## src/rtl/core/assert_macros.svh

```systemverilog
// ----------------------------------------------------------------------------
// assert_macros.svh
// Shared assertion macros. Each macro samples on clk and is disabled in rst.
// ----------------------------------------------------------------------------
`ifndef ASSERT_MACROS_SVH
`define ASSERT_MACROS_SVH

// Check that an expression holds at every clock edge out of reset.
`define ASSERT_ALWAYS(label, expr, msg) \
  label: assert property (@(posedge clk) disable iff (rst) (expr)) else $error(msg);

// Check that a condition implies a consequence in the same cycle.
`define ASSERT_IMPLIES(label, pre, post, msg) \
  label: assert property (@(posedge clk) disable iff (rst) (pre) |-> (post)) else $error(msg);

// Check that a condition implies a consequence in the next cycle.
`define ASSERT_NEXT(label, pre, post, msg) \
  label: assert property (@(posedge clk) disable iff (rst) (pre) |=> (post)) else $error(msg);

`endif

```

## src/rtl/core/rbf_pkg.sv

```systemverilog
// ----------------------------------------------------------------------------
// rbf_pkg
// Types, constants and helpers shared by the ray/box face intersection core.
// ----------------------------------------------------------------------------
package rbf_pkg;

  localparam int COORD_W    = 32;              // Q16.16 coordinate width
  localparam int NUM_W      = COORD_W + 1;     // |bound - origin|
  localparam int PROD_W     = 2 * COORD_W;     // |dir| * num
  localparam int Q_W        = 41;              // clamped offset, up to 2^40
  localparam int SUM_W      = Q_W + 2;         // origin + signed offset
  localparam int DIV_QBITS  = 44;              // quotient bits produced
  localparam int DIV_STEP   = 4;               // quotient bits per stage
  localparam int DIV_STAGES = DIV_QBITS / DIV_STEP;
  localparam int NUM_AXES   = 3;
  localparam int NUM_FACES  = 6;
  localparam int NUM_LANES  = 2 * NUM_FACES;   // two off-axis coords per face
  localparam int SEL_STAGES = 2 * NUM_FACES;   // multiply + compare per face
  localparam int Q_DEPTH    = 4;
  localparam int QPTR_W     = 2;
  localparam int QCNT_W     = 3;
  localparam int CFG_IDX_W  = 3;
  localparam int FACE_W     = 3;

  localparam logic [Q_W-1:0] OFFSET_CLAMP = {1'b1, {(Q_W-1){1'b0}}};
  localparam logic [COORD_W-1:0] COORD_MAX = {1'b0, {(COORD_W-1){1'b1}}};
  localparam logic [COORD_W-1:0] COORD_MIN = {1'b1, {(COORD_W-1){1'b0}}};

  // Face codes
  localparam logic [FACE_W-1:0] FACE_MIN_X  = 3'd0;
  localparam logic [FACE_W-1:0] FACE_MAX_X  = 3'd1;
  localparam logic [FACE_W-1:0] FACE_MIN_Y  = 3'd2;
  localparam logic [FACE_W-1:0] FACE_MAX_Y  = 3'd3;
  localparam logic [FACE_W-1:0] FACE_MIN_Z  = 3'd4;
  localparam logic [FACE_W-1:0] FACE_MAX_Z  = 3'd5;
  localparam logic [FACE_W-1:0] FACE_INSIDE = 3'd6;
  localparam logic [FACE_W-1:0] FACE_MISS   = 3'd7;

  // Register indexes
  localparam logic [CFG_IDX_W-1:0] REG_BOX_MIN_X = 3'd0;
  localparam logic [CFG_IDX_W-1:0] REG_BOX_MIN_Y = 3'd1;
  localparam logic [CFG_IDX_W-1:0] REG_BOX_MIN_Z = 3'd2;
  localparam logic [CFG_IDX_W-1:0] REG_BOX_MAX_X = 3'd3;
  localparam logic [CFG_IDX_W-1:0] REG_BOX_MAX_Y = 3'd4;
  localparam logic [CFG_IDX_W-1:0] REG_BOX_MAX_Z = 3'd5;

  typedef struct packed {
    logic [NUM_AXES-1:0][COORD_W-1:0] lo;
    logic [NUM_AXES-1:0][COORD_W-1:0] hi;
  } box_t;

  // Classified ray as handed from front to back
  typedef struct packed {
    logic                              enclosed;
    logic [NUM_AXES-1:0][COORD_W-1:0]  org;
    logic [NUM_AXES-1:0]               dneg;
    logic [NUM_FACES-1:0]              cand;
    logic [NUM_FACES-1:0][NUM_W-1:0]   num;
    logic [NUM_AXES-1:0][COORD_W-1:0]  den;
  } ray_t;

  // One divider pipeline stage
  typedef struct packed {
    logic                 ovf;
    logic [COORD_W-1:0]   den;
    logic [COORD_W-1:0]   rem;
    logic [DIV_QBITS-1:0] nlo;
    logic [DIV_QBITS-1:0] quo;
  } div_t;

  // Face selection stage
  typedef struct packed {
    ray_t                              ray;
    logic [NUM_LANES-1:0][COORD_W-1:0] lpt;
    logic [NUM_FACES-1:0]              ok;
    logic                              found;
    logic [NUM_W-1:0]                  bnum;
    logic [COORD_W-1:0]                bden;
    logic [FACE_W-1:0]                 bface;
    logic [NUM_AXES-1:0][COORD_W-1:0]  bpt;
    logic [PROD_W-1:0]                 p1;
    logic [PROD_W-1:0]                 p2;
  } sel_t;

  // Off-plane axis j (0 or 1) of a face on axis a
  function automatic int other_axis(int a, int j);
    int r;
    case (a)
      0:       r = (j == 0) ? 1 : 2;
      1:       r = (j == 0) ? 0 : 2;
      default: r = (j == 0) ? 0 : 1;
    endcase
    return r;
  endfunction

  function automatic logic [FACE_W-1:0] face_code(int f);
    logic [FACE_W-1:0] c;
    case (f)
      0:       c = FACE_MIN_X;
      1:       c = FACE_MAX_X;
      2:       c = FACE_MIN_Y;
      3:       c = FACE_MAX_Y;
      4:       c = FACE_MIN_Z;
      default: c = FACE_MAX_Z;
    endcase
    return c;
  endfunction

endpackage

```

## src/rtl/core/rbf_queue.sv

```systemverilog
// ----------------------------------------------------------------------------
// rbf_queue
// Short queue of classified rays between the front and the back.
// ----------------------------------------------------------------------------
`include "assert_macros.svh"

module rbf_queue (
  input  logic          clk,
  input  logic          rst,
  input  logic          push,
  input  rbf_pkg::ray_t wdata,
  input  logic          pop,
  output rbf_pkg::ray_t rdata,
  output logic          empty,
  output logic          full
);
  import rbf_pkg::*;

  ray_t               mem [Q_DEPTH];
  logic [QPTR_W-1:0]  wptr;
  logic [QPTR_W-1:0]  rptr;
  logic [QCNT_W-1:0]  count;
  logic [QCNT_W-1:0]  count_next;

  assign empty = (count == '0);
  assign full  = (count == QCNT_W'(Q_DEPTH));
  assign rdata = mem[rptr];
  assign count_next = count + QCNT_W'(push) - QCNT_W'(pop);

  // Store entry
  always_ff @(posedge clk) begin
    if (push) begin
      mem[wptr] <= wdata;
    end
  end

  // Advance pointers and fill count
  always_ff @(posedge clk) begin
    if (rst) begin
      wptr  <= '0;
      rptr  <= '0;
      count <= '0;
    end else begin
      if (push) begin
        wptr <= wptr + QPTR_W'(1);
      end
      if (pop) begin
        rptr <= rptr + QPTR_W'(1);
      end
      count <= count_next;
    end
  end

  `ASSERT_ALWAYS(a_count_range, count <= QCNT_W'(Q_DEPTH), "queue count beyond depth")
  `ASSERT_IMPLIES(a_no_overrun, full, !push, "push into full queue")
  `ASSERT_NEXT(a_pop_count, pop && !push, count == $past(count) - QCNT_W'(1), "pop miscount")

endmodule

```

## config.mk

```make
export PLATFORM = sky130hd
export DESIGN_NAME = rbf_queue
export DESIGN_NICKNAME = d
export VERILOG_FILES = /design/src/rtl/core/rbf_pkg.sv /design/src/rtl/core/rbf_queue.sv
export VERILOG_INCLUDE_DIRS = /design/src /design/src/rtl/core
export SDC_FILE = /design/constraint.sdc
export NUM_CORES = 1
export LEC_CHECK = 0
export BUFFER_PORTS_ARGS = -buffer_cell sky130_fd_sc_hd__buf_2
export CAP_MARGIN = 20
export CORE_MARGIN = 4
export CORE_UTILIZATION = 35
export CTS_CLUSTER_SIZE = 10
export DETAILED_ROUTE_END_ITERATION = 12
export GPL_ROUTABILITY_DRIVEN = 0
export HOLD_SLACK_MARGIN = 0.02
export PLACE_DENSITY = 0.56
export SYNTH_ARGS = -nofsm -noshare
export SYNTH_HDL_FRONTEND = slang
export SYNTH_SLANG_ARGS = --single-unit
```

## constraint.sdc

```tcl
create_clock -name clk -period 38.4 [get_ports clk]
set_input_delay 7.68 -clock clk [delete_from_list [all_inputs] [get_ports clk]]
set_output_delay 7.68 -clock clk [all_outputs]
set_load 0.01 [all_outputs]
```

==> summary.md <==
| Metric | Value |
|---|---|
| Status | finished clean |
| Top_reg_cell synth | edfxtp_1 |
| Cell family with most CP delay | buffers and inverters |
| Via density | 4.930 |
| Clk pin slew, worst setup/hold paths | 0.05 ns |
| Max-cap violations | 0 |
| Slew HR | a little under a third |
| WL final | 136.8 mm |
| Max VDD drop | approximately 0.000044 V |
| Worst hold path type | flop to flop |
| Period utilisation layout | roughly a third |
| DR vias | ~26000 |
| DR DRC count | 0 |
| CTS root buffer | clkbuf_16 |
| Post-layout minimum cycle time | around 13 ns |
| Post_cts resized | 0 |
| # clock sinks | around 1600 |
| Initial DRC Count | around 1800 |
| Vert. Die Dim | 417.2 um |
| Syn_area_per_cell | 27.49 sq um |
| CP Class | flop to output pin |
| Clk Latency, worst-skew pair | ~0.8 ns |
| Post-synth EDFFs | 1600 |
| FF+latch count, synth | approximately 1600 |
| DRT antenna net count | 0 |
| Seq/Total Area, Yosys | just over 80% |
| Die ar. | 174100 sq um |
| DP HPWL | between 80 and 90 mm |
| Pre-Repair DR Iteration Count | 4 |
| Final core utilization | a little over two fifths |
| Initial core utilization | 35.36% |
| FMAX | around 0.075 GHz |
| Initial antenna violation count | 89 |
| RSZ-0062 raised after global routing | no |
| Setup violations, final | 0 |
| Crit-path cells | buf_4 > buf_4 > buf_4 > buf_4 > mux4_2 > buf_2 |
| Most frequent CP cell | buf_4 |
| Crit path buffers/inverters | 5 |
| Die width | 417.2 um |
| H-tree level count | 4 |
| CP Max Fanout | between 40 and 50 |
| Crit start category | flop |
| Distinct cells, synth | 21 |
| Area of the mapped netlist | slightly below 60000 sq um |
| Yosys warns | 0 |
| Cells after Synth | approximately 2100 |
| Setup Total Neg Slack | 0 ns |
| Placeable Area | between 150000 and 200000 sq um |
| Setup bufs post-CTS | 0 |
| Crit path DAT | around 5.7 ns |
| Number of CTS-inserted buffers | between 150 and 200 |
| CTS Hold Buffers Added | 0 |
| Clk buf depth | 3 |
| Leakage power | approximately 23 nW |
| Num rows | between 100 and 150 |
| Worst slew pin tran | between 1 and 1.5 ns |
| Routed len/inst | 25.53 um |
| Synth async-reset ratio | 0% |
| Total power | between 3 and 4 mW |
| Final Hold Fails | 0 |
| Final Max Tran Viols | 0 |
| CP endpoint kind | output pin |
| CTS tree | yes |
| Layout cells sized above 1 | 46.33% |
| # IOs | roughly 810 |
| Vias in the first global route | between 20000 and 30000 |
| Area Overhead vs Synth | 19.08% |
| First-pass GRT wire length | just under 200 mm |
| Post-route clock skew | 0.03700 ns |
| CP max-delay cell | dfxtp_4 |
| Net count, final | between 3000 and 4000 |
| Mapped Nets | between 2000 and 3000 |
| GRT overflow | 0 |
| I/O Buffers | just over 800 |
| Max incr delay on CP | about 0.94 ns |
| Largest net degree at the start of global routing | 136 |
| Overall Global Routing Usage | around 16% |
| Required time worst endpoint | 30.72 ns |
| Power Dens Cells | 56.25 nW/um^2 |
[cell type report]
class / count / area [sq um]
multi-input combinational: 427 / 9255
clock buffer: 226 / 4826
inverter: 6 / 22.52
antenna: 33 / 82.58
fill: 14248 / 95940
tap: 2189 / 2739
sequential: 1609 / 48230
timing repair buffer: 842 / 4369
clock inverter: 26 / 265.3
[registers in the layout (all words and copies together), names as in the netlist, named ones only]
| register | flops |
|---|---|
| rptr | 2 |
| mem | 1600 |
| wptr | 2 |
| count | 3 |
[metrics by stage]
step	instance area [sq um]	instances	hold WS, ns	setup WS, ns
final	69790	5358	0.5411	24.98
after floorplan	58610	2132	0.4918	20.91
after global routing	69770	5348	0.5650	24.23
after detailed placement	64620	5073	0.5223	25.45
after global placement	64620	5073	0.5117	25.43
after CTS	69710	5325	0.5402	24.53
[cell usage in the layout, fill, tap and decap left out, drive strengths merged]
master    synthesis  layout
a21bo             1       1
a21oi             1       1
and2              4       4
and3              1       1
buf              89     842
clkbuf            1     226
clkinv            0      19
clkinvlp          0       1
dfxtp             9       9
diode             0      33
edfxtp         1600    1600
fa                1       1
ha                6       6
inv               6      12
mux2i             1       1
mux4            400     400
nand3b            1       1
nor2              5       5
nor2b             2       2
nor3              1       1
xnor2             2       2
xor3              1       1
[report_power, final]
part	internal (mW)	total (mW)	switching, mW
Combinational	0.155	0.369	0.214
Sequential	2.02	2.04	0.0196
Clock	0.875	1.51	0.640
[cell usage after synthesis, types with 2 or more instances]
| library cell | instances | area share, % |
|---|---|---|
| mux4_2 | 400 | 15 |
| ha_1 | 6 | 0.13 |
| buf_12 | 44 | 1.5 |
| xnor2_1 | 2 | 0.030 |
| nor2_1 | 5 | 0.032 |
| buf_2 | 44 | 0.38 |
| dfxtp_1 | 9 | 0.31 |
| and2_1 | 4 | 0.043 |
| inv_1 | 6 | 0.038 |
| edfxtp_1 | 1600 | 82 |
| nor2b_1 | 2 | 0.021 |
[cells by family after synthesis]
group	after synthesis	share of synthesized area, %
buf+inv	96	1.943
xor+xnor	3	0.07045
mux	401	15.39
flops	1609	82.28
compound gates	2	0.02561
simple gates	14	0.1281
fa+ha+maj	7	0.1622
[routing by layer]
metal | global-route usage, % | up-vias | share of wire [%]
li1 | - | 11207 | -
met1 | 17.64 | 14039 | 36
met2 | 26.82 | 822 | 53
met3 | 4.990 | 320 | 6.7
met4 | 6.901 | 28 | 3.9
met5 | 0.3056 | - | 0.12
[path summary, 6_finish.rpt]
kind | start | endpoint | slack (ns) | cells after the start
setup / recovery | flop | rdata[92] | 24.98 | 6
hold / removal | rptr[1]$_SDFFE_PP0P_ | flop | 0.54 | 2
hold reg to reg | rptr[1]$_SDFFE_PP0P_ | flop | 0.54 | 2
setup reg to reg | wptr[0]$_SDFFE_PP0P_ | mem[2][33]$_DFFE_PP_ | 33.66 | 7
[worst reg2reg max path, stage by stage (launching register included)]
cell and delay (ns):
dfxtp_1 0.35, inv_1 0.09, ha_1 0.14, and2_4 0.61, buf_4 0.79, buf_4 0.80, buf_4 0.75, buf_4 0.72
Power figures use the tool's default switching activity.
