===== src/rtl/core/assert_macros.svh =====
// ----------------------------------------------------------------------------
// assert_macros.svh
// Shared assertion macros. Each macro samples on clk and is disabled in rst.
// ----------------------------------------------------------------------------
`ifndef ASSERT_MACROS_SVH
`define ASSERT_MACROS_SVH

// Check that an expression holds at every clock edge out of reset.
`define ASSERT_ALWAYS(label, expr, msg) \
  label: assert property (@(posedge clk) disable iff (rst) (expr)) else $error(msg);

// Check that a condition implies a consequence in the same cycle.
`define ASSERT_IMPLIES(label, pre, post, msg) \
  label: assert property (@(posedge clk) disable iff (rst) (pre) |-> (post)) else $error(msg);

// Check that a condition implies a consequence in the next cycle.
`define ASSERT_NEXT(label, pre, post, msg) \
  label: assert property (@(posedge clk) disable iff (rst) (pre) |=> (post)) else $error(msg);

`endif


===== src/rtl/core/rbf_pkg.sv =====
// ----------------------------------------------------------------------------
// rbf_pkg
// Types, constants and helpers shared by the ray/box face intersection core.
// ----------------------------------------------------------------------------
package rbf_pkg;

  localparam int COORD_W    = 32;              // Q16.16 coordinate width
  localparam int NUM_W      = COORD_W + 1;     // |bound - origin|
  localparam int PROD_W     = 2 * COORD_W;     // |dir| * num
  localparam int Q_W        = 41;              // clamped offset, up to 2^40
  localparam int SUM_W      = Q_W + 2;         // origin + signed offset
  localparam int DIV_QBITS  = 44;              // quotient bits produced
  localparam int DIV_STEP   = 4;               // quotient bits per stage
  localparam int DIV_STAGES = DIV_QBITS / DIV_STEP;
  localparam int NUM_AXES   = 3;
  localparam int NUM_FACES  = 6;
  localparam int NUM_LANES  = 2 * NUM_FACES;   // two off-axis coords per face
  localparam int SEL_STAGES = 2 * NUM_FACES;   // multiply + compare per face
  localparam int Q_DEPTH    = 4;
  localparam int QPTR_W     = 2;
  localparam int QCNT_W     = 3;
  localparam int CFG_IDX_W  = 3;
  localparam int FACE_W     = 3;

  localparam logic [Q_W-1:0] OFFSET_CLAMP = {1'b1, {(Q_W-1){1'b0}}};
  localparam logic [COORD_W-1:0] COORD_MAX = {1'b0, {(COORD_W-1){1'b1}}};
  localparam logic [COORD_W-1:0] COORD_MIN = {1'b1, {(COORD_W-1){1'b0}}};

  // Face codes
  localparam logic [FACE_W-1:0] FACE_MIN_X  = 3'd0;
  localparam logic [FACE_W-1:0] FACE_MAX_X  = 3'd1;
  localparam logic [FACE_W-1:0] FACE_MIN_Y  = 3'd2;
  localparam logic [FACE_W-1:0] FACE_MAX_Y  = 3'd3;
  localparam logic [FACE_W-1:0] FACE_MIN_Z  = 3'd4;
  localparam logic [FACE_W-1:0] FACE_MAX_Z  = 3'd5;
  localparam logic [FACE_W-1:0] FACE_INSIDE = 3'd6;
  localparam logic [FACE_W-1:0] FACE_MISS   = 3'd7;

  // Register indexes
  localparam logic [CFG_IDX_W-1:0] REG_BOX_MIN_X = 3'd0;
  localparam logic [CFG_IDX_W-1:0] REG_BOX_MIN_Y = 3'd1;
  localparam logic [CFG_IDX_W-1:0] REG_BOX_MIN_Z = 3'd2;
  localparam logic [CFG_IDX_W-1:0] REG_BOX_MAX_X = 3'd3;
  localparam logic [CFG_IDX_W-1:0] REG_BOX_MAX_Y = 3'd4;
  localparam logic [CFG_IDX_W-1:0] REG_BOX_MAX_Z = 3'd5;

  typedef struct packed {
    logic [NUM_AXES-1:0][COORD_W-1:0] lo;
    logic [NUM_AXES-1:0][COORD_W-1:0] hi;
  } box_t;

  // Classified ray as handed from front to back
  typedef struct packed {
    logic                              enclosed;
    logic [NUM_AXES-1:0][COORD_W-1:0]  org;
    logic [NUM_AXES-1:0]               dneg;
    logic [NUM_FACES-1:0]              cand;
    logic [NUM_FACES-1:0][NUM_W-1:0]   num;
    logic [NUM_AXES-1:0][COORD_W-1:0]  den;
  } ray_t;

  // One divider pipeline stage
  typedef struct packed {
    logic                 ovf;
    logic [COORD_W-1:0]   den;
    logic [COORD_W-1:0]   rem;
    logic [DIV_QBITS-1:0] nlo;
    logic [DIV_QBITS-1:0] quo;
  } div_t;

  // Face selection stage
  typedef struct packed {
    ray_t                              ray;
    logic [NUM_LANES-1:0][COORD_W-1:0] lpt;
    logic [NUM_FACES-1:0]              ok;
    logic                              found;
    logic [NUM_W-1:0]                  bnum;
    logic [COORD_W-1:0]                bden;
    logic [FACE_W-1:0]                 bface;
    logic [NUM_AXES-1:0][COORD_W-1:0]  bpt;
    logic [PROD_W-1:0]                 p1;
    logic [PROD_W-1:0]                 p2;
  } sel_t;

  // Off-plane axis j (0 or 1) of a face on axis a
  function automatic int other_axis(int a, int j);
    int r;
    case (a)
      0:       r = (j == 0) ? 1 : 2;
      1:       r = (j == 0) ? 0 : 2;
      default: r = (j == 0) ? 0 : 1;
    endcase
    return r;
  endfunction

  function automatic logic [FACE_W-1:0] face_code(int f);
    logic [FACE_W-1:0] c;
    case (f)
      0:       c = FACE_MIN_X;
      1:       c = FACE_MAX_X;
      2:       c = FACE_MIN_Y;
      3:       c = FACE_MAX_Y;
      4:       c = FACE_MIN_Z;
      default: c = FACE_MAX_Z;
    endcase
    return c;
  endfunction

endpackage


===== src/rtl/core/rbf_front.sv =====
// ----------------------------------------------------------------------------
// rbf_front
// Accepts rays and classifies them: inside test, face candidates, distances.
// ----------------------------------------------------------------------------
module rbf_front (
  input  rbf_pkg::box_t        box,
  input  logic                 in_valid,
  output logic                 in_ready,
  input  logic signed [31:0]   origin_x,
  input  logic signed [31:0]   origin_y,
  input  logic signed [31:0]   origin_z,
  input  logic signed [31:0]   dir_x,
  input  logic signed [31:0]   dir_y,
  input  logic signed [31:0]   dir_z,
  input  logic                 q_full,
  output logic                 push,
  output rbf_pkg::ray_t        ray
);
  import rbf_pkg::*;

  logic [NUM_AXES-1:0][COORD_W-1:0] o;
  logic [NUM_AXES-1:0][COORD_W-1:0] d;
  logic [NUM_AXES-1:0]              in_axis;

  // Take a ray whenever the queue has room
  assign in_ready = !q_full;
  assign push     = in_valid && !q_full;

  assign o[0] = origin_x;
  assign o[1] = origin_y;
  assign o[2] = origin_z;
  assign d[0] = dir_x;
  assign d[1] = dir_y;
  assign d[2] = dir_z;

  // Classify per axis
  always_comb begin
    for (int k = 0; k < NUM_AXES; k++) begin
      in_axis[k] = ($signed(o[k]) >= $signed(box.lo[k])) &&
                   ($signed(o[k]) <= $signed(box.hi[k]));
      ray.org[k]  = o[k];
      ray.dneg[k] = d[k][COORD_W-1];
      ray.den[k]  = d[k][COORD_W-1] ? (~d[k] + COORD_W'(1)) : d[k];
      ray.num[2*k]   = {box.lo[k][COORD_W-1], box.lo[k]} - {o[k][COORD_W-1], o[k]};
      ray.num[2*k+1] = {o[k][COORD_W-1], o[k]} - {box.hi[k][COORD_W-1], box.hi[k]};
      ray.cand[2*k]   = ($signed(o[k]) <= $signed(box.lo[k])) &&
                        !d[k][COORD_W-1] && (d[k] != '0);
      ray.cand[2*k+1] = ($signed(o[k]) >= $signed(box.hi[k])) && d[k][COORD_W-1];
    end
    ray.enclosed = &in_axis;
  end

endmodule


===== config.mk =====
export PLATFORM = sky130hd
export DESIGN_NAME = rbf_front
export DESIGN_NICKNAME = d
export VERILOG_FILES = /design/src/rtl/core/assert_macros.svh /design/src/rtl/core/rbf_pkg.sv /design/src/rtl/core/rbf_front.sv
export SDC_FILE = /design/constraint.sdc
export NUM_CORES = 1
export LEC_CHECK = 0
export BUFFER_PORTS_ARGS = -buffer_cell sky130_fd_sc_hd__buf_2
export CAP_MARGIN = 20
export CORE_AREA = 2 2 306 308
export DETAILED_ROUTE_END_ITERATION = 8
export DIE_AREA = 0 0 308 310
export PLACE_DENSITY = 0.3
export SLEW_MARGIN = 20
export SYNTH_ARGS = -nofsm -noshare
export SYNTH_HDL_FRONTEND = slang
export SYNTH_SLANG_ARGS = --single-unit

===== constraint.sdc =====
create_clock -name vclk -period 5.35
set_input_delay 0.535 -clock vclk [all_inputs]
set_output_delay 0.535 -clock vclk [all_outputs]
set_load 0.02 [all_outputs]

==> out/results.ini <==
[place]
hpwl_mm = 75.4
placer_congestion = 0.847
portBuffers = 788
preCtsSetupSlack_ns = 0.161
numPlacedInstances = 3847

[global_routing]
grt_antenna_before_repair = 23
grt_first_pass_wirelength_mm = 115
grt_overflow = 0
global_route.usage.total_pct = 16.1
globalRouteMet3Util_pct = 3.47
globalRouteMet2Util_pct = 30.9
met1_usage_pct = 19.0
top_usage_layer = met2
first_global_vias = 16699
pin_count_of_the_biggest_net_entering_global_routing = 36

[critical_path]
cp-start-kind = input port
crit_slowest_cell = sky130_fd_sc_hd__o41ai_1
cp.required_ns = 4.82
worst-endpoint-arrival_ns = 4.39
crit_type = input port to output port
cell_by_cell_trace_of_the_critical_path = buf_2 -> ha_1 -> fa_1 -> nor2b_1 -> o21ai_0 -> a21boi_0 -> o21ai_0 -> a211oi_1 -> buf_4 -> nor3_1 -> buf_4 -> o21ai_1 -> a21boi_0 -> o41ai_1 -> mux2i_1 -> buf_2
critPathCaptureType = output port
cp_slowest_stage_delay_ns = 0.51
path_max_fanout = 3

[drt]
drt_pass1_iterations = 5
totalWireLength_mm = 82.0
dr_total_vias = 16571
first_iter_violations = 827
post_drt_via_cell_ratio = 4.31
wl_per_cell_um = 21.3
drc = 0
antenna_left = 0

[sta]
finalCriticalPeriod_ns = 4.93
worst_slew_pin_slew_ns = 0.908
final_hold_viol_count = 0
finalMaxSlewViolations = 0
rsz_0062_raised_after_global_routing = no
relSlewSlack_pct = 38.9
setup_total_negative_slack_ns = 0
finalSetupViolations = 0
final_critical_path_setup_slack_ns = 0.424
fin_crit_sh_pct = 92.1
achievable-frequency_mhz = 203

[power_and_ir_drop]
p_clk_share_pct = 0
power.sequential.fraction_pct = 0
power_switching_share_pct = 65.2
p_int_mw = 1.01
p_sw_mw = 1.90
vdd.ir_drop.worst_v = 0.0000613
pwr_density_nw_per_um2 = 162
p_leak_nw = 9.40
power.combinational.fraction_pct = 100.0

[synth]
seq_area_frac_synth_pct = 0
synth.avg_cell_area_um2 = 6.68
netlist.area_leader.share_pct = 19.1
gate_count_of_the_mapped_netlist = 1973
synth_common_cells = 265 x sky130_fd_sc_hd__inv_1, 201 x sky130_fd_sc_hd__ha_1, 188 x sky130_fd_sc_hd__xnor2_1, 173 x sky130_fd_sc_hd__a21oi_1, 130 x sky130_fd_sc_hd__nand2_1
post_synth_instance_area_um2 = 13200
synth_most_common_cell = sky130_fd_sc_hd__inv_1
mappedNetlistNets = 2566
yosys.cell_types.count = 64
synthTopCellsByArea = sky130_fd_sc_hd__ha_1 19%, sky130_fd_sc_hd__xnor2_1 12%, sky130_fd_sc_hd__inv_1 7.5%, sky130_fd_sc_hd__a21oi_1 6.6%, sky130_fd_sc_hd__buf_4 5.8%
yosysWarnings = 0
yosys.area.top_type = sky130_fd_sc_hd__ha_1

[final_layout]
postLayoutCoreUtil_pct = 19.4
final_net_count = 3245
nFillCells = 10887
area_growth_pct = 35.8
drive_above_1_share_pct = 31.1
multi_input_comb_area_um2 = 11300
nFlopsAndLatches = 0
num-clock-buffers = 0
final_cell_count_no_fill = 3849
area.sequential_um2 = 0

[floorplanning]
die_w_um = 308
core_area_um2 = 92500
starting_density_of_the_core_pct = 14.2
floorplan_die_area_um2 = 95500
num_rows = 112
num_io_pins = 788
fp.dieH_um = 310

[min_path]
timing.hold.worst.class = input port to output port
min_delay_path_depth = 2

[clock_tree]
cts.hold.buffers_added = 0
cts_repair_resize_count = 0
post_cts.repair.setup_buffers = 0

[status]
status = completed

[flow_run]
drv.max_cap_violation_count = 0

-- stage by stage --
stage	hold slack (ns)	instance area, um^2	power, mW
finish	1.32	17900	2.91
global route	1.33	17900	3.16
CTS	1.32	17900	2.96
detailed placement	1.32	17900	2.94
global placement	1.32	17900	2.98
floorplan	1.15	13200	1.78
-- power by group through the flow --
stage               registers (mW)  logic (mW)  clock network [mW]
CTS                              0        2.96                   0
finish                           0        2.91        0.0000000504
global route                     0        3.16                   0
global placement                 0        2.98                   0
floorplan                        0        1.78                   0
detailed placement               0        2.94                   0
-- placed cells by master (no fill, tap or decap), types with 9 or more instances in the layout --
cell type	count
sky130_fd_sc_hd__and3_1	12
sky130_fd_sc_hd__nand4_1	32
sky130_fd_sc_hd__a31oi_1	13
sky130_fd_sc_hd__a21boi_0	20
sky130_fd_sc_hd__nand2_1	130
sky130_fd_sc_hd__o31ai_1	32
sky130_fd_sc_hd__inv_1	265
sky130_fd_sc_hd__buf_4	18
sky130_fd_sc_hd__a21oi_1	172
sky130_fd_sc_hd__ha_1	201
sky130_fd_sc_hd__nor2_1	118
sky130_fd_sc_hd__nor2b_1	25
sky130_fd_sc_hd__xor2_1	54
sky130_fd_sc_hd__buf_2	788
sky130_fd_sc_hd__nor3_1	36
sky130_fd_sc_hd__nand3_1	35
sky130_fd_sc_hd__a221oi_1	9
sky130_fd_sc_hd__a211o_1	9
sky130_fd_sc_hd__o21bai_1	25
sky130_fd_sc_hd__a211oi_1	26
sky130_fd_sc_hd__o21ai_0	126
sky130_fd_sc_hd__nand2b_1	37
sky130_fd_sc_hd__a21o_1	83
sky130_fd_sc_hd__o41ai_1	13
sky130_fd_sc_hd__xnor2_1	188
sky130_fd_sc_hd__o21a_1	31
sky130_fd_sc_hd__nor4_1	16
sky130_fd_sc_hd__or3_1	16
sky130_fd_sc_hd__or4_1	16
-- path summary, 6_finish.rpt --
path	start	slack (ns)	to
max	box[64]	0.42	ray[293]
min	origin_z[0]	1.32	ray[367]
-- routing by layer --
metal  vias to the layer above  share of wire (%)
met5                         -               0.27
met4                        32               0.70
met3                        54                6.5
met2                       600                 51
met1                      7661                 41
li1                       8224                  -
-- cells by family (layout without fill, tap and decap cells) --
kind of cell               Yosys count  in the layout  synth area share (%)
buffers and inverters              394           1071                  14.1
muxes                                5              5                 0.389
adders and majority gates          207            207                  20.0
AOI/OAI and AO/OA                  609            609                  29.6
other                                0              2                     0
xor gates and xnor gates           242            242                  16.1
and+or+nand+nor                    516            516                  19.8
-- worst max-delay path: cells and delay by family --
kind / cells / cell delay [ns]
AOI/OAI and AO/OA: 7 / 1.90
adders and majority gates: 2 / 0.65
and+or+nand+nor: 2 / 0.19
muxes: 1 / 0.38
buffers and inverters: 4 / 0.71
-- final cells by class --
cell class	instances	area share, %
Multi-Input combinational cell	1579	63.3
Timing Repair Buffer	806	22.8
Tap cell	1197	8.37
Inverter	265	5.56
Antenna cell	2	0.0280
No activity file was read; power rests on OpenSTA's default activity.
